--- src/hw/rtl/mpfd_pkg.sv ---
package mpfd_pkg;

    localparam int NUM_ARQ       = 4;
    localparam int MAX_PDU_BYTES = 256;

    localparam int STREAM_BASE   = 4;
    localparam int STREAM_LAST   = 7;
    localparam int ARQ_DATA_BASE = 8;
    localparam int ARQ_ACK_BASE  = 12;
    localparam int CHANNEL_SHIFT = 3;

    localparam logic [1:0] DEST_STREAM   = 2'd0;
    localparam logic [1:0] DEST_ARQ_DATA = 2'd1;
    localparam logic [1:0] DEST_ARQ_ACK  = 2'd2;

    typedef enum logic [3:0] {
        PH_START   = 4'b0001,
        PH_HEADER  = 4'b0010,
        PH_LENGTH  = 4'b0100,
        PH_PAYLOAD = 4'b1000
    } phase_t;

    typedef struct packed {
        logic [7:0] data_byte;
        logic [8:0] pdu_length;
    } rx_item_t;

    typedef struct packed {
        logic [7:0] payload_byte;
        logic [1:0] dest_kind;
        logic [1:0] channel_index;
        logic [1:0] seq_flags;
        logic       first_of_fragment;
        logic       last_of_fragment;
        logic       empty_fragment;
    } frag_item_t;

    typedef struct packed {
        logic       ok;
        logic [1:0] kind;
        logic [1:0] idx;
        logic [1:0] flags;
    } route_t;

    function automatic route_t route(input logic [7:0] hdr);
        route_t     r;
        logic [4:0] ch;
        ch = 5'(hdr >> CHANNEL_SHIFT);
        r  = '0;
        if (ch >= 5'(STREAM_BASE) && ch <= 5'(STREAM_LAST))
        begin
            r.ok    = 1'b1;
            r.kind  = DEST_STREAM;
            r.idx   = 2'(ch - 5'(STREAM_BASE));
            r.flags = ~hdr[2:1];
        end
        else if (ch >= 5'(ARQ_DATA_BASE) && ch < 5'(ARQ_DATA_BASE + NUM_ARQ))
        begin
            r.ok   = 1'b1;
            r.kind = DEST_ARQ_DATA;
            r.idx  = 2'(ch - 5'(ARQ_DATA_BASE));
        end
        else if (ch >= 5'(ARQ_ACK_BASE) && ch < 5'(ARQ_ACK_BASE + NUM_ARQ))
        begin
            r.ok   = 1'b1;
            r.kind = DEST_ARQ_ACK;
            r.idx  = 2'(ch - 5'(ARQ_ACK_BASE));
        end
        return r;
    endfunction

endpackage

--- src/hw/rtl/mpfd_parser.sv ---
module mpfd_parser (
    input  logic                 clk,
    input  logic                 rst_n,
    input  logic                 fire,
    input  mpfd_pkg::rx_item_t   item,
    output logic                 res_valid,
    output mpfd_pkg::frag_item_t res
);

    mpfd_pkg::phase_t phase_reg, phase_next;
    logic [8:0]       pdu_left_reg, pdu_left_next;
    logic [8:0]       frag_left_reg, frag_left_next;
    logic [7:0]       header_reg, header_next;
    logic             first_reg, first_next;
    logic             disc_reg, disc_next;

    mpfd_pkg::phase_t ph;
    logic [8:0]       pdu_cur;
    logic [8:0]       rem;
    logic [8:0]       frag_dec;
    logic             disc;
    logic [7:0]       hdr;
    mpfd_pkg::route_t rt;
    logic             emit;
    logic [7:0]       pbyte;
    logic             f_first, f_last, f_empty;

    always_comb
    begin
        phase_next     = phase_reg;
        pdu_left_next  = pdu_left_reg;
        frag_left_next = frag_left_reg;
        header_next    = header_reg;
        first_next     = first_reg;
        disc_next      = disc_reg;
        emit           = 1'b0;
        pbyte          = '0;
        f_first        = 1'b0;
        f_last         = 1'b0;
        f_empty        = 1'b0;
        frag_dec       = frag_left_reg;

        if (phase_reg == mpfd_pkg::PH_START)
        begin
            if (item.pdu_length == '0)
                pdu_cur = 9'd1;
            else if (item.pdu_length > 9'(mpfd_pkg::MAX_PDU_BYTES))
                pdu_cur = 9'(mpfd_pkg::MAX_PDU_BYTES);
            else
                pdu_cur = item.pdu_length;
            disc = 1'b0;
            ph   = mpfd_pkg::PH_HEADER;
        end
        else
        begin
            pdu_cur = (pdu_left_reg == '0) ? 9'd1 : pdu_left_reg;
            disc    = disc_reg;
            ph      = phase_reg;
        end
        rem = pdu_cur - 9'd1;
        hdr = (ph == mpfd_pkg::PH_HEADER) ? item.data_byte : header_reg;
        rt  = mpfd_pkg::route(hdr);

        if (fire)
        begin
            phase_next    = ph;
            disc_next     = disc;
            pdu_left_next = rem;
            if (!disc)
            begin
                unique case (ph)
                    mpfd_pkg::PH_HEADER:
                    begin
                        header_next = item.data_byte;
                        if (item.data_byte[0])
                        begin
                            if (rem != '0)
                                phase_next = mpfd_pkg::PH_LENGTH;
                        end
                        else if (rem == '0)
                        begin
                            emit    = 1'b1;
                            f_first = 1'b1;
                            f_last  = 1'b1;
                            f_empty = 1'b1;
                        end
                        else
                        begin
                            frag_left_next = rem;
                            first_next     = 1'b1;
                            phase_next     = mpfd_pkg::PH_PAYLOAD;
                        end
                    end
                    mpfd_pkg::PH_LENGTH:
                    begin
                        if ({1'b0, item.data_byte} > rem)
                            disc_next = 1'b1;
                        else if (item.data_byte == '0)
                        begin
                            emit       = 1'b1;
                            f_first    = 1'b1;
                            f_last     = 1'b1;
                            f_empty    = 1'b1;
                            phase_next = mpfd_pkg::PH_HEADER;
                        end
                        else
                        begin
                            frag_left_next = {1'b0, item.data_byte};
                            first_next     = 1'b1;
                            phase_next     = mpfd_pkg::PH_PAYLOAD;
                        end
                    end
                    mpfd_pkg::PH_PAYLOAD:
                    begin
                        emit       = 1'b1;
                        pbyte      = item.data_byte;
                        f_first    = first_reg;
                        f_last     = (frag_left_reg <= 9'd1);
                        first_next = 1'b0;
                        if (frag_left_reg != '0)
                            frag_dec = frag_left_reg - 9'd1;
                        frag_left_next = frag_dec;
                        if (frag_dec == '0)
                            phase_next = mpfd_pkg::PH_HEADER;
                    end
                    default:
                    begin
                    end
                endcase
            end
            if (rem == '0)
            begin
                phase_next     = mpfd_pkg::PH_START;
                disc_next      = 1'b0;
                frag_left_next = '0;
                first_next     = 1'b0;
            end
        end

        res_valid             = fire && emit && rt.ok;
        res.payload_byte      = pbyte;
        res.dest_kind         = rt.kind;
        res.channel_index     = rt.idx;
        res.seq_flags         = rt.flags;
        res.first_of_fragment = f_first;
        res.last_of_fragment  = f_last;
        res.empty_fragment    = f_empty;
    end

    always_ff @(posedge clk or negedge rst_n)
    begin
        if (!rst_n)
        begin
            phase_reg     <= mpfd_pkg::PH_START;
            pdu_left_reg  <= '0;
            frag_left_reg <= '0;
            header_reg    <= '0;
            first_reg     <= 1'b0;
            disc_reg      <= 1'b0;
        end
        else
        begin
            phase_reg     <= phase_next;
            pdu_left_reg  <= pdu_left_next;
            frag_left_reg <= frag_left_next;
            header_reg    <= header_next;
            first_reg     <= first_next;
            disc_reg      <= disc_next;
        end
    end

    a_pdu_end: assert property (@(posedge clk) disable iff (!rst_n)
        fire && phase_reg != mpfd_pkg::PH_START && pdu_left_reg == 9'd1
        |=> phase_reg == mpfd_pkg::PH_START)
        else $error("pdu did not close after its last byte");

    a_open_pdu_left: assert property (@(posedge clk) disable iff (!rst_n)
        phase_reg != mpfd_pkg::PH_START |-> pdu_left_reg != '0)
        else $error("open pdu with no bytes left");

    a_discard_phase: assert property (@(posedge clk) disable iff (!rst_n)
        disc_reg |-> phase_reg == mpfd_pkg::PH_LENGTH)
        else $error("discard outside length phase");

    a_frag_fits: assert property (@(posedge clk) disable iff (!rst_n)
        phase_reg == mpfd_pkg::PH_PAYLOAD
        |-> frag_left_reg != '0 && frag_left_reg <= pdu_left_reg)
        else $error("fragment count exceeds pdu");

    a_first_payload: assert property (@(posedge clk) disable iff (!rst_n)
        first_reg |-> phase_reg == mpfd_pkg::PH_PAYLOAD)
        else $error("first flag pending outside payload");

endmodule

--- src/hw/rtl/mpfd_out_reg.sv ---
module mpfd_out_reg (
    input  logic                 clk,
    input  logic                 rst_n,
    input  logic                 load,
    input  logic                 load_valid,
    input  mpfd_pkg::frag_item_t load_item,
    output logic                 frag_valid,
    input  logic                 frag_ready,
    output mpfd_pkg::frag_item_t frag_item,
    output logic                 can_load
);

    logic                 valid_reg, valid_next;
    mpfd_pkg::frag_item_t item_reg;

    assign can_load   = !valid_reg || frag_ready;
    assign frag_valid = valid_reg;
    assign frag_item  = item_reg;

    always_comb
    begin
        if (load)
            valid_next = load_valid;
        else if (frag_ready)
            valid_next = 1'b0;
        else
            valid_next = valid_reg;
    end

    always_ff @(posedge clk or negedge rst_n)
    begin
        if (!rst_n)
            valid_reg <= 1'b0;
        else
            valid_reg <= valid_next;
    end

    always_ff @(posedge clk)
    begin
        if (load && load_valid)
            item_reg <= load_item;
    end

    a_no_overwrite: assert property (@(posedge clk) disable iff (!rst_n)
        load && load_valid |-> !valid_reg || frag_ready)
        else $error("pending request overwritten");

    a_hold_stalled: assert property (@(posedge clk) disable iff (!rst_n)
        valid_reg && !frag_ready |=> valid_reg && $stable(item_reg))
        else $error("stalled request changed");

    a_empty_zero: assert property (@(posedge clk) disable iff (!rst_n)
        valid_reg && item_reg.empty_fragment
        |-> item_reg.payload_byte == '0 && item_reg.first_of_fragment
            && item_reg.last_of_fragment)
        else $error("empty fragment request malformed");

endmodule

--- src/hw/rtl/mux_pdu_fragment_demux.sv ---
// mux_pdu_fragment_demux: byte-serial receive demultiplexer for multiplexed link pdus
//
// rx channel (rx_valid/rx_ready/rx_item): one pdu byte per request; pdu_length
// is sampled only on the first byte of each pdu (zero as 1, saturated at 256)
// frag channel (frag_valid/frag_ready/frag_item): at most one request per rx
// byte, a tagged payload byte or an empty-fragment marker; bytes of channels
// that cannot be routed give none; headers and length bytes give only empty markers
// output: a result is registered and offered in the cycle after its byte is accepted
// throughput: one byte per cycle while the result register can load, set by the
// single parse stage feeding the result register
// stall: while frag_ready is low the pending request holds and rx_ready drops;
// rx_ready is high whenever the result register is empty or being drained
// reset: asynchronous, clears the parser to expect the start of a new pdu
// and empties the result register
module mux_pdu_fragment_demux (
    input  logic                 clk,
    input  logic                 rst_n,
    input  logic                 rx_valid,
    output logic                 rx_ready,
    input  mpfd_pkg::rx_item_t   rx_item,
    output logic                 frag_valid,
    input  logic                 frag_ready,
    output mpfd_pkg::frag_item_t frag_item
);

    logic                 fire;
    logic                 res_valid;
    mpfd_pkg::frag_item_t res;
    logic                 can_load;

    assign rx_ready = can_load;
    assign fire     = rx_valid && can_load;

    mpfd_parser u_parser (
        .clk       (clk),
        .rst_n     (rst_n),
        .fire      (fire),
        .item      (rx_item),
        .res_valid (res_valid),
        .res       (res)
    );

    mpfd_out_reg u_out_reg (
        .clk        (clk),
        .rst_n      (rst_n),
        .load       (fire),
        .load_valid (res_valid),
        .load_item  (res),
        .frag_valid (frag_valid),
        .frag_ready (frag_ready),
        .frag_item  (frag_item),
        .can_load   (can_load)
    );

endmodule

--- config.mk ---
export PLATFORM = sky130hd
export DESIGN_NAME = mux_pdu_fragment_demux
export DESIGN_NICKNAME = d
export VERILOG_FILES = /design/src/hw/rtl/mpfd_pkg.sv /design/src/hw/rtl/mpfd_parser.sv /design/src/hw/rtl/mpfd_out_reg.sv /design/src/hw/rtl/mux_pdu_fragment_demux.sv
export SDC_FILE = /design/constraint.sdc
export NUM_CORES = 1
export LEC_CHECK = 0
export ABC_AREA = 1
export BUFFER_PORTS_ARGS = -buffer_cell sky130_fd_sc_hd__buf_4
export CAP_MARGIN = 20
export CORE_MARGIN = 8
export CORE_UTILIZATION = 59
export DETAILED_ROUTE_END_ITERATION = 7
export PLACE_DENSITY = 0.91
export SLEW_MARGIN = 10
export SYNTH_ARGS = -nofsm -noshare
export SYNTH_HDL_FRONTEND = slang
export SYNTH_HIERARCHICAL = 1
export SYNTH_SLANG_ARGS = --single-unit
--- constraint.sdc ---
create_clock -name clk -period 4.2 [get_ports clk]
set_input_delay 0.63 -clock clk [delete_from_list [all_inputs] [get_ports clk]]
set_output_delay 0.63 -clock clk [all_outputs]
set_load 0.01 [all_outputs]
==> results of run 1 <==
cell usage after synthesis, types with 6 or more instances:
| master | instances |
|---|---|
| o21ai_0 | 36 |
| nor3_1 | 14 |
| nand2_1 | 130 |
| dfrtp_1 | 31 |
| nor2_1 | 48 |
| xor2_1 | 6 |
| ha_1 | 8 |
| inv_1 | 67 |
| a21oi_1 | 6 |
| o22ai_1 | 6 |
| edfxtp_1 | 17 |
| nand4_1 | 8 |
| nand2_2 | 8 |
| nand3_2 | 6 |
| nand3_1 | 20 |
cell type report:
| cell class | instances | area [um^2] |
|---|---|---|
| clock buffers | 5 | 68.8 |
| inverters | 77 | 295 |
| well taps | 75 | 93.8 |
| multi-input cells | 342 | 1860 |
| fillers | 445 | 1840 |
| flip-flops and latches | 49 | 1310 |
| repair buffers | 47 | 353 |
| clock inverters | 3 | 25.0 |
per-stage QoR:
stage	power [W]	hold WS (ns)	util [%]	worst slack, ns
2_1_floorplan	0.00245	0.334	-	0.619
3_3_place_gp	0.00286	0.464	67.0	0.611
3_5_place_dp	0.00295	0.472	67.0	0.398
4_1_cts	0.00327	0.254	68.6	0.516
5_1_grt	0.00359	0.263	68.6	0.237
6_report	0.00334	0.246	68.6	0.457
layout by cell type (no fill, tap or decap), types with 3 or more instances in the layout:
cell	n
nand2_1	130
inv_1	67
nor2_1	48
buf_4	47
o21ai_0	36
dfrtp_1	31
nand3_1	20
edfxtp_1	17
nor3_1	14
nand2_2	8
nand4_1	8
ha_1	8
nand3_2	6
xor2_1	6
a21oi_1	6
o22ai_1	6
clkbuf_8	5
nor2_4	5
inv_2	4
o21ai_1	4
o221ai_1	4
clkinv_1	3
nor3_2	3
nor2_2	3
nor4_1	3
logic make-up (layout without fill, tap and decap cells):
family | after synthesis | count (layout) | share of synthesized area [%]
buffers and inverters | 87 | 132 | 10.3
AND/OR/NAND/NOR | 261 | 261 | 36.5
AO/OA/AOI/OAI | 65 | 65 | 11.0
flip-flops | 49 | 49 | 37.1
adder cells (fa/ha/maj) | 8 | 8 | 2.83
XOR/XNOR | 8 | 8 | 2.40
worst max-delay path, delay by kind of cell (launching register included):
family / cells / cell delay (ns)
AND/OR/NAND/NOR: 11 / 1.29
flip-flops: 1 / 0.56
buffers and inverters: 5 / 0.58
XOR/XNOR: 1 / 0.18
adder cells (fa/ha/maj): 2 / 0.59
AO/OA/AOI/OAI: 2 / 0.25
worst max path at each step:
stage	start	end	slack (ns)	cells past startpoint
CTS	u_parser/phase_reg[0]	u_out_reg/frag_item[16]	0.52	21
global route	u_parser/phase_reg[0]	u_out_reg/frag_item[11]	0.24	26
finish	u_parser/phase_reg[0]	u_out_reg/frag_item[16]	0.46	21
floorplan	u_parser/phase_reg[0]	u_out_reg/frag_item[0]	0.62	21
detailed placement	rx_item[3]	u_out_reg/frag_item[3]	0.40	26
global placement	rx_item[6]	u_out_reg/frag_item[2]	0.61	26
report_power, final:
group | total [W] | switching (W) | internal [W]
Sequential | 0.000771 | 0.000116 | 0.000655
Combinational | 0.00227 | 0.00153 | 0.000738
Clock | 0.000294 | 0.000173 | 0.000122
routing by layer:
| metal | global-route usage (%) | up-vias | routed length (um) | part of all wire, % |
|---|---|---|---|---|
| li1 | - | 1638 | - | - |
| met1 | 27.8 | 1582 | 3810 | 39 |
| met2 | 38.7 | 252 | 4660 | 47 |
| met3 | 4.41 | 51 | 1020 | 10 |
| met4 | 10.6 | 0 | 341 | 3.5 |
| met5 | 0 | - | 0 | 0 |
==> results.txt, run 1 <==
----------------------------------------------------
[CTS]
  Clock transition at path regs ... 0.10 ns
  # Post-CTS Setup Buffers ... 0
  Number of hold buffers added after cts ... 0
  Clk root buf ... clkbuf_8
  Number of buffers on the longest clock path ... 2
  Clock tree from TritonCTS ... yes
  Insertion delay of the later-clocked pin in the worst-skew pair ... about 0.31 ns
  Number of H-tree branching levels ... 2
  CTS sink count ... 49
  Number of instances resized during post-cts repair ... 0
  TritonCTS Buffers ... 5

[Layout]
  Fraction of final layout cells sized beyond drive strength 1 ... 19.9%
  Max FFs per register ... 17
  Ant diodes ... 0
  Count of nets after finishing ... 551
  Total non-filler cell area in the finished layout ... 0.00401 mm^2
  Layout Area Growth over Synthesis ... 13.4%
  Fin cells ... 598

[Critical path]
  RR Startpoint ... u_parser/phase_reg[0]
  Worst Setup End Kind ... flip-flop
  CP cell instances ... inv_2 > nor2_4 > nand2_4 > inv_4 > nand3_4 > nand2_4 > ha_1 > nand4_2 > xor2_2 > ha_1 > nand4_1 > and3b_1 > nand3_2 > nand2_2 > nand3_1 > o21ai_1 > o21ai_1 > inv_1 > nand2_1 > inv_1 > buf_4
  Worst R2R Path Depth ... 21
  Worst reg2reg path endpoint ... u_out_reg/frag_item[16]
  CP max FO ... 17
  Crit Path Class ... flip-flop to flip-flop
  Slowest stage cell on the critical path ... dfstp_2
  Worst Path Arrival ... 3.75 ns
  Kind of start point of the critical path ... flip-flop
  R2R Setup Slk ... 0.46 ns
  CP Data Required Time ... 4.21 ns
  Stage delay of the slowest cell on the critical path ... 0.56 ns

[Timing]
  Max-Slew Margin vs Limit ... 51.5%
  Clock tree skew after final layout ... slightly below 0.005 ns
  Setup violators final ... 0
  Worst-margin pin slew ... 0.720 ns
  Setup TNS Final ... 0 ns
  Fmax ... 267 MHz
  Unrepaired setup endpoints after global routing ... no
  Hold violation count in the final report ... 0
  Min cycle time layout ... ~3.7 ns
  Tcrit/Tclk final ... 89.1%
  Number of max-slew violations in the final report ... 0

[Global route]
  Global-route wire length before repair ... 16300 um
  GR Util All Layers ... 23.0%
  Maximum number of pins on one net before global-route repair ... 33
  Vias in the first global route ... 3402
  Global route total overflow ... 0
  Antenna violations before repair ... 0

[Route]
  Average detailed-routed wire length per instance ... 16.4 um
  Total via count in the routed design ... ~3500
  Number of nets still failing antenna checks after routing ... 0
  Number of DRC markers in iteration 0 ... 383
  Number of remaining DRC errors ... 0
  Post-DR vias/cell ... 5.89
  Detailed-router iteration count before antenna repair ... 7
  Final WL ... around 9800 um

[Power and ir drop]
  Total power divided by cell area ... 832 mW/mm^2
  Max IR drop VDD ... slightly below 400 uV
  Leakage ... roughly 2.0 nW

[Status]
  Outcome ... complete, no violations

[Placement]
  Half-perimeter wire length of the detailed placement result ... 7620 um
  Number of instances in the placed design ... 590
  Routability-driven placement congestion ratio ... 0.986
  Post-place instance area ... slightly below 0.004 mm^2
  I/O Buffers ... 39

[Logic synthesis]
  Top area cells in the synthesized netlist ... dfrtp_1 22%, edfxtp_1 14%, nand2_1 14%
  Post-synthesis cell area ... roughly 0.0035 mm^2
  Synthesized instance count ... about 480
  EDFF count, synth ... 17
  Number of distinct library cells after synthesis ... 50
  Fraction of the yosys area taken by sequential cells ... 37.1%
  Post-Syn Area per Cell ... 7.40 um^2
  Async set-reset flop share out of synthesis ... 65.3%
  Area share of the leading cell type in the synthesized netlist ... between 20% and 30%
  Synth Net Count ... 507
  Number of synthesis warnings ... 6
  Flip-flop cell with the highest count after synthesis ... dfrtp_1
  Synth area leader ... dfrtp_1
  Post-synthesis sequential element count ... 49

[Die]
  # rows ... 28
  Die outline height ... slightly above 90 um
  Initial core utilization ... 60.5%
  Core footprint ... a little under 0.006 mm^2
  Area enclosed by the die boundary ... about 0.0087 mm^2
  Ports ... 40
  Chip Width ... 93.4 um

[Worst hold path]
  Hold crit path type ... input pin to async pin

[Flow run]
  Total of max-cap violations ... 0

----------------------------------------------------
(Power assumes the default switching activity.)
==> inputs of run 2 (changes only) <==
--- a/config.mk
+++ b/config.mk
@@ -8,6 +8,7 @@
 export ABC_AREA = 1
 export BUFFER_PORTS_ARGS = -buffer_cell sky130_fd_sc_hd__buf_4
 export CAP_MARGIN = 20
+export CORE_ASPECT_RATIO = 1.5
 export CORE_MARGIN = 8
 export CORE_UTILIZATION = 59
 export DETAILED_ROUTE_END_ITERATION = 7
==> constraint.sdc (replaced) <==
create_clock -name clk -period 3.6 [get_ports clk]
set_input_delay 0.54 -clock clk [delete_from_list [all_inputs] [get_ports clk]]
set_output_delay 0.54 -clock clk [all_outputs]
set_load 0.01 [all_outputs]
==> run 2 against run 1 <==
Via count up 0.34%. Maximum frequency rose by 9.2%. Highest routed layer unchanged. Register-to-register slack worse by 0.28 ns. Sequential share of layout area down 1.1 points. Critical path depth grew 5. Worst hold slack got worse by 0.083 ns. Final area increased by 3.6%.
==> results.txt, run 2 (synthesis gave the netlist of run 1 again) <==
----------------------------------------------------
[Timing]
  Number of max-slew violations in the final report ... 0 (unchanged)
  Min cycle time layout ... 3.43 ns (-0.315 ns)
  Worst setup margin ... 0.172 ns (-0.285 ns)
  Worst-margin pin slew ... 0.673 ns (-0.0476 ns)
  Hold violation count in the final report ... 0 (unchanged)
  Setup violators final ... 0 (unchanged)
  Max-Slew Margin vs Limit ... 54.7% (+3.2 points)
  Tcrit/Tclk final ... 95.2% (+6.1 points)
  Setup TNS Final ... 0 ns (unchanged)
  Clock tree skew after final layout ... 0.00505 ns (+0.000128 ns)
  Fmax ... 292 MHz (+9.2%)

[Route]
  Average detailed-routed wire length per instance ... 16.6 um (+0.84%)
  Number of remaining DRC errors ... 0 (unchanged)
  Post-DR vias/cell ... 5.83 (-0.98%)
  Total via count in the routed design ... 3535 (+0.34%)
  Detailed-router iteration count before antenna repair ... 7 (unchanged)
  Number of DRC markers in iteration 0 ... 383 (unchanged)
  Number of nets still failing antenna checks after routing ... 0 (unchanged)
  Final WL ... 10000 um (+2.2%)

[Critical path]
  Top Family by Delay on Critical Path ... simple AND/OR/NAND/NOR gates
  CP max FO ... 8 (-9)
  Critical path's most frequent cell ... nand2_1
  Worst Path Arrival ... 3.46 ns (-0.29 ns)
  Count of buffer and inverter cells on the critical path ... 7 (+2)
  Stage delay of the slowest cell on the critical path ... 0.55 ns (about the same)
  Slowest stage cell on the critical path ... dfstp_2
  Kind of start point of the critical path ... flip-flop
  CP Data Required Time ... 3.64 ns (-0.57 ns)
  Worst Setup End Kind ... flip-flop
  Crit Path Class ... flip-flop to flip-flop

[CTS]
  Clock tree from TritonCTS ... yes
  CTS sink count ... 49 (unchanged)
  Clock transition at path regs ... 0.09 ns (about the same)
  Clk root buf ... clkbuf_8
  Number of buffers on the longest clock path ... 2 (unchanged)
  Insertion delay of the later-clocked pin in the worst-skew pair ... 0.31 ns (about the same)
  TritonCTS Buffers ... 5 (unchanged)
  Number of H-tree branching levels ... 2 (unchanged)

[Power and ir drop]
  Comb power frac ... 69.5% (+1.4 points)
  Sw Ratio ... 53.2% (-1.4 points)
  Total net switching power ... 0.00215 W (+18%)
  Part of the power in the clock network ... 8.3% (-0.5 points)
  Relative contribution of sequential cells to total power ... 22.2% (-0.9 points)
  Leakage ... 2.03 nW (+3.0%)
  Internal Dissipation ... 0.00189 W (+25%)
  Max IR drop VDD ... 529 uV (+38%)
  Post-layout power ... 0.00404 W (+21%)
  Total power divided by cell area ... 972 mW/mm^2 (+17%)

[Die]
  Core footprint ... 0.00579 mm^2 (-1.1%)
  Die outline height ... 111 um (+19%)
  Ports ... 40 (unchanged)
  Initial core utilization ... 61.2% (+0.68 points)
  Chip Width ... 79.2 um (-15%)
  Area enclosed by the die boundary ... 0.00878 mm^2 (+0.59%)
  # rows ... 34 (+21%)

[Layout]
  Max FFs per register ... 17 (unchanged)
  Count of nets after finishing ... 562 (+2.0%)
  Fraction of final layout cells sized beyond drive strength 1 ... 23.2% (+3.3 points)
  Commonest cells after routing, fill and taps aside ... 128 x nand2_1, 64 x inv_1, 56 x buf_4
  Total non-filler cell area in the finished layout ... 0.00416 mm^2 (+3.6%)
  Ant diodes ... 0 (unchanged)
  Register area ... 0.00131 mm^2 (unchanged)
  Multi-input logic area ... 0.00190 mm^2 (+1.9%)
  Layout Area Growth over Synthesis ... 17.5%
  Layout fillers ... 460 (+3.4%)
  Share of the core filled with cells in the final layout ... 71.8% (+3.3 points)
  Most common cell after layout, fill and taps aside ... nand2_1

[Placement]
  I/O Buffers ... 39 (unchanged)
  Half-perimeter wire length of the detailed placement result ... 7730 um (+1.5%)
  Routability-driven placement congestion ratio ... 1.04 (+5.3%)
  Post-place instance area ... 0.00398 mm^2 (+1.6%)
  Worst setup slack before clock tree synthesis ... 0.0914 ns (-0.306 ns)

[Global route]
  Vias in the first global route ... 3488 (+2.5%)
  Antenna violations before repair ... 0 (unchanged)
  Global route total overflow ... 0 (unchanged)
  GR Util All Layers ... 22.5% (-0.50 points)
  Maximum number of pins on one net before global-route repair ... 33 (unchanged)
  Global-route wire length before repair ... 16000 um (-1.9%)

[Flow run]
  Total of max-cap violations ... 0 (unchanged)

[Worst hold path]
  Hold crit path type ... input pin to async pin

[Status]
  Outcome ... complete, no violations

----------------------------------------------------
## run 2: cell count changes in the layout (fill, tap and decap cells not counted), sizes merged
cell,change
buf,+10
clkbuf,+1
clkinv,+1
inv,-1
## run 2: final cells by class
class	count	area share (%)
multi-input combinational	342	45.7
sequential	49	31.6
timing repair buffer	58	11.2
inverter	77	7.10
tap	72	2.17
clock buffer	5	1.66
clock inverter	3	0.602
## run 2: worst register-to-register path, stage by stage (launching register included)
cell       delay [ns]
dfstp_2          0.55
inv_2            0.05
nor2_4           0.14
nand2_4          0.10
inv_4            0.08
nand3_4          0.08
nand2_4          0.12
inv_4            0.07
ha_4             0.27
inv_2            0.04
ha_1             0.29
a21oi_1          0.16
o21bai_1         0.08
nand2_1          0.07
nand2_1          0.05
nand2_1          0.05
nand2_1          0.05
nand3_1          0.07
nand2_2          0.08
nand2_2          0.09
nand3_1          0.09
o21ai_2          0.09
o21ai_1          0.10
inv_1            0.06
nand2_1          0.08
inv_2            0.11
clkbuf_16        0.16
## run 2: power by group through the flow
stage | Sequential [W] | Clock [W] | Combinational [W]
floorplan | 0.000876 | 0 | 0.00198
global placement | 0.000901 | 0 | 0.00253
detailed placement | 0.000909 | 0 | 0.00262
CTS | 0.000898 | 0.000344 | 0.00263
global route | 0.000917 | 0.000367 | 0.00307
finish | 0.000899 | 0.000336 | 0.00281
## run 2: path summary, 6_finish.rpt
| check | startpoint | to | slack (ns) | cells after the start |
|---|---|---|---|---|
| min in group clk | u_parser/first_reg | u_parser/first_reg | 0.50 | 2 |
| worst min register to register | u_parser/first_reg | u_parser/first_reg | 0.50 | 2 |
| worst max register to register | u_parser/phase_reg[0] | u_out_reg/frag_item[4] | 0.17 | 26 |
| max in group asynchronous | rst_n | u_parser/phase_reg[0] | 3.11 | 1 |
| worst min-delay path | rst_n | u_parser/phase_reg[2] | 0.16 | 1 |
| worst max-delay path | u_parser/phase_reg[0] | u_out_reg/frag_item[4] | 0.17 | 26 |
## run 2: through the flow
| step | hold WS [ns] | cells |
|---|---|---|
| final | 0.163 | 606 |
| after CTS | 0.174 | 602 |
| after global placement | 0.461 | 594 |
| after global routing | 0.183 | 606 |
| after floorplan | 0.244 | 478 |
| after detailed placement | 0.474 | 594 |
## run 2: repair_timing
action,CTS,global route
setup endpoints to repair,0,19
hold endpoints to repair,0,0
resized for setup,0,11
hold buffers,0,0
buffers inserted,0,3
## run 2: layer usage
metal	vias up	part of all wire (%)	GRT usage [%]
met5	-	0	0
met4	0	5.5	12.8
met3	56	8.0	4.06
met2	201	50	39.3
met1	1630	36	24.4
li1	1648	-	-
==> inputs of run 3 (changes only) <==
--- a/config.mk
+++ b/config.mk
@@ -8,9 +8,11 @@
 export ABC_AREA = 1
 export BUFFER_PORTS_ARGS = -buffer_cell sky130_fd_sc_hd__buf_4
 export CAP_MARGIN = 20
+export CELL_PAD_IN_SITES_DETAIL_PLACEMENT = 0
+export CELL_PAD_IN_SITES_GLOBAL_PLACEMENT = 1
 export CORE_ASPECT_RATIO = 1.5
 export CORE_MARGIN = 8
-export CORE_UTILIZATION = 59
+export CORE_UTILIZATION = 43
 export DETAILED_ROUTE_END_ITERATION = 7
 export PLACE_DENSITY = 0.91
 export SLEW_MARGIN = 10
==> run 3 against run 2 <==
Wire length fell by 0.89%. Power rose by 3.2%. Core utilization fell by 19 points. Largest power group unchanged.
==> results.txt, run 3 (synthesis gave the netlist of run 1 again) <==
----------------------------------------------------
[Die]
  Core footprint ... 0.00801 mm^2 (+38%)
  Initial core utilization ... 44.2% (-17 points)
  Area enclosed by the die boundary ... 0.0114 mm^2 (+30%)
  # rows ... 40 (+18%)
  Chip Width ... 90.1 um (+14%)
  Ports ... 40 (unchanged)
  Die outline height ... 127 um (+15%)

[Power and ir drop]
  Post-layout power ... 0.00417 W (+3.2%)
  Leakage ... 2.04 nW (+0.61%)
  Total power divided by cell area ... 983 mW/mm^2 (+1.1%)
  Total net switching power ... 0.00213 W (-1.1%)
  Comb power frac ... 67.1% (-2.4 points)
  Part of the power in the clock network ... 11.4% (+3.1 points)
  Max IR drop VDD ... 456 uV (-14%)
  Internal Dissipation ... 0.00204 W (+8.1%)
  Relative contribution of sequential cells to total power ... 21.5% (-0.7 points)
  Sw Ratio ... 51.0% (-2.2 points)

[Route]
  Number of DRC markers in iteration 0 ... 200 (-48%)
  Final WL ... 9950 um (-0.89%)
  Total via count in the routed design ... 3360 (-5.0%)
  Detailed-router iteration count before antenna repair ... 4 (-3)
  Number of remaining DRC errors ... 0 (unchanged)
  Post-DR vias/cell ... 5.28 (-9.4%)
  Number of nets still failing antenna checks after routing ... 0 (unchanged)
  Average detailed-routed wire length per instance ... 15.6 um (-5.6%)

[Global route]
  Antenna violations before repair ... 0 (unchanged)
  Vias in the first global route ... 3447 (-1.2%)
  Met3 layer usage reported by global route ... 2.75% (-1.3 points)
  Global route total overflow ... 0 (unchanged)
  GR Util All Layers ... 17.6% (-5.0 points)
  Global-route wire length before repair ... 16500 um (+3.5%)
  GR Layer Usage met1 ... 18.8% (-5.5 points)
  Maximum number of pins on one net before global-route repair ... 33 (unchanged)
  GRT busiest layer ... met2
  GR met2 Demand/Resource ... 31.9% (-7.4 points)

[Layout]
  Fraction of final layout cells sized beyond drive strength 1 ... 22.8% (-0.43 points)
  Fin cells ... 636 (+5.0%)
  Commonest cells after routing, fill and taps aside ... 129 x nand2_1, 64 x inv_1, 53 x buf_4
  Most common cell after layout, fill and taps aside ... nand2_1
  Ant diodes ... 0 (unchanged)
  Layout Area Growth over Synthesis ... 19.9%
  Max FFs per register ... 17 (unchanged)
  Count of nets after finishing ... 559 (-0.53%)

[Critical path]
  CP max FO ... 8 (unchanged)
  CP Data Required Time ... 3.61 ns (-0.03 ns)
  Crit Path Class ... flip-flop to flip-flop
  Worst Path Arrival ... 3.43 ns (-0.03 ns)
  Slowest stage cell on the critical path ... dfstp_2
  Worst Setup End Kind ... flip-flop
  Kind of start point of the critical path ... flip-flop
  CP cell instances ... inv_2 > nor2_4 > nand2_4 > inv_4 > nand3_4 > nand2_4 > ha_4 > nand4_2 > xor2_2 > ha_1 > nand4_1 > and3b_1 > nand3_2 > nand2_2 > nand3_1 > o21ai_2 > o21ai_1 > inv_1 > nand2_1 > inv_2 > clkbuf_16
  Stage delay of the slowest cell on the critical path ... 0.55 ns (about the same)

[Placement]
  I/O Buffers ... 39 (unchanged)
  Routability-driven placement congestion ratio ... 0.987 (-4.9%)
  Number of instances in the placed design ... 623 (+4.9%)
  Half-perimeter wire length of the detailed placement result ... 7920 um (+2.5%)

[CTS]
  Insertion delay of the later-clocked pin in the worst-skew pair ... 0.29 ns (-0.02 ns)
  Clock tree from TritonCTS ... yes
  CTS sink count ... 49 (unchanged)
  Clock transition at path regs ... 0.07 ns (-0.02 ns)
  TritonCTS Buffers ... 5 (unchanged)
  Clk root buf ... clkbuf_16
  Number of H-tree branching levels ... 2 (unchanged)
  Number of hold buffers added after cts ... 0 (unchanged)
  Number of buffers on the longest clock path ... 2 (unchanged)

[Timing]
  Worst-margin pin slew ... 0.867 ns (+0.194 ns)
  Tcrit/Tclk final ... 95.0% (-0.27 points)
  Fmax ... 293 MHz (+0.28%)
  Max-Slew Margin vs Limit ... 41.6% (-13 points)
  Worst hold slack across all endpoints ... 0.189 ns (+0.0262 ns)
  Setup TNS Final ... 0 ns (unchanged)
  Number of max-slew violations in the final report ... 0 (unchanged)
  Setup violators final ... 0 (unchanged)
  Hold violation count in the final report ... 0 (unchanged)
  Min cycle time layout ... 3.42 ns (-0.00965 ns)
  Clock tree skew after final layout ... 0.00553 ns (+0.000482 ns)

[Status]
  Outcome ... complete, no violations

[Flow run]
  Total of max-cap violations ... 0 (unchanged)

[Worst hold path]
  Hold crit path type ... input pin to async pin

----------------------------------------------------
run 3: stage by stage:
step / util (%) / instance area (um^2) / setup slack, ns
after floorplan: - / 3540 / 0.0187
after global placement: 49.8 / 3990 / 0.132
after detailed placement: 49.8 / 3990 / -0.00674
after CTS: 51.7 / 4140 / 0.0872
after global routing: 53.0 / 4240 / -0.0162
final: 53.0 / 4240 / 0.181
run 3: final timing paths:
kind | start | endpoint | slack (ns) | depth (start not counted)
worst min register to register | u_parser/header_reg[5] | u_parser/header_reg[5] | 0.49 | 2
min in group clk | u_parser/header_reg[5] | u_parser/header_reg[5] | 0.49 | 2
max in group asynchronous | rst_n | u_parser/phase_reg[0] | 3.07 | 1
worst max register to register | u_parser/phase_reg[0] | u_out_reg/frag_item[4] | 0.18 | 21
worst min-delay path | rst_n | u_parser/frag_left_reg[6] | 0.19 | 1
worst max-delay path | u_parser/phase_reg[0] | u_out_reg/frag_item[4] | 0.18 | 21
run 3: area by class of cell:
| cell class | count | area, um^2 |
|---|---|---|
| tap | 105 | 131 |
| sequential | 49 | 1310 |
| fill | 779 | 3760 |
| clock inverter | 3 | 25.0 |
| inverter | 77 | 295 |
| clock buffer | 5 | 125 |
| timing repair buffer | 55 | 443 |
| multi-input combinational | 342 | 1910 |
run 3: timing repair:
item	in CTS	in global routing
gates resized for setup	0	11
setup buffers	0	4
endpoints found under the setup margin	0	18
run 3: metal layers:
metal  wire length (um)  vias to the layer above
met3                382                       34
met4                499                        0
met1               4020                     1575
li1                   -                     1644
met2               5050                      107
met5                  0                        -
run 3: power by group through the flow:
| stage | registers [W] | logic (W) | clock network (W) |
|---|---|---|---|
| CTS | 0.000896 | 0.00259 | 0.000489 |
| global route | 0.000920 | 0.00313 | 0.000506 |
| detailed placement | 0.000907 | 0.00257 | 0 |
| finish | 0.000897 | 0.00280 | 0.000475 |
| global placement | 0.000898 | 0.00253 | 0 |
| floorplan | 0.000876 | 0.00198 | 0 |
run 3: critical path: cells and delay by family, from the launching register on:
| family | cells | cell delay, ns |
|---|---|---|
| flops | 1 | 0.55 |
| xor+xnor | 1 | 0.17 |
| buf+inv | 5 | 0.47 |
| simple gates | 11 | 1.32 |
| compound gates | 2 | 0.16 |
| fa+ha+maj | 2 | 0.47 |
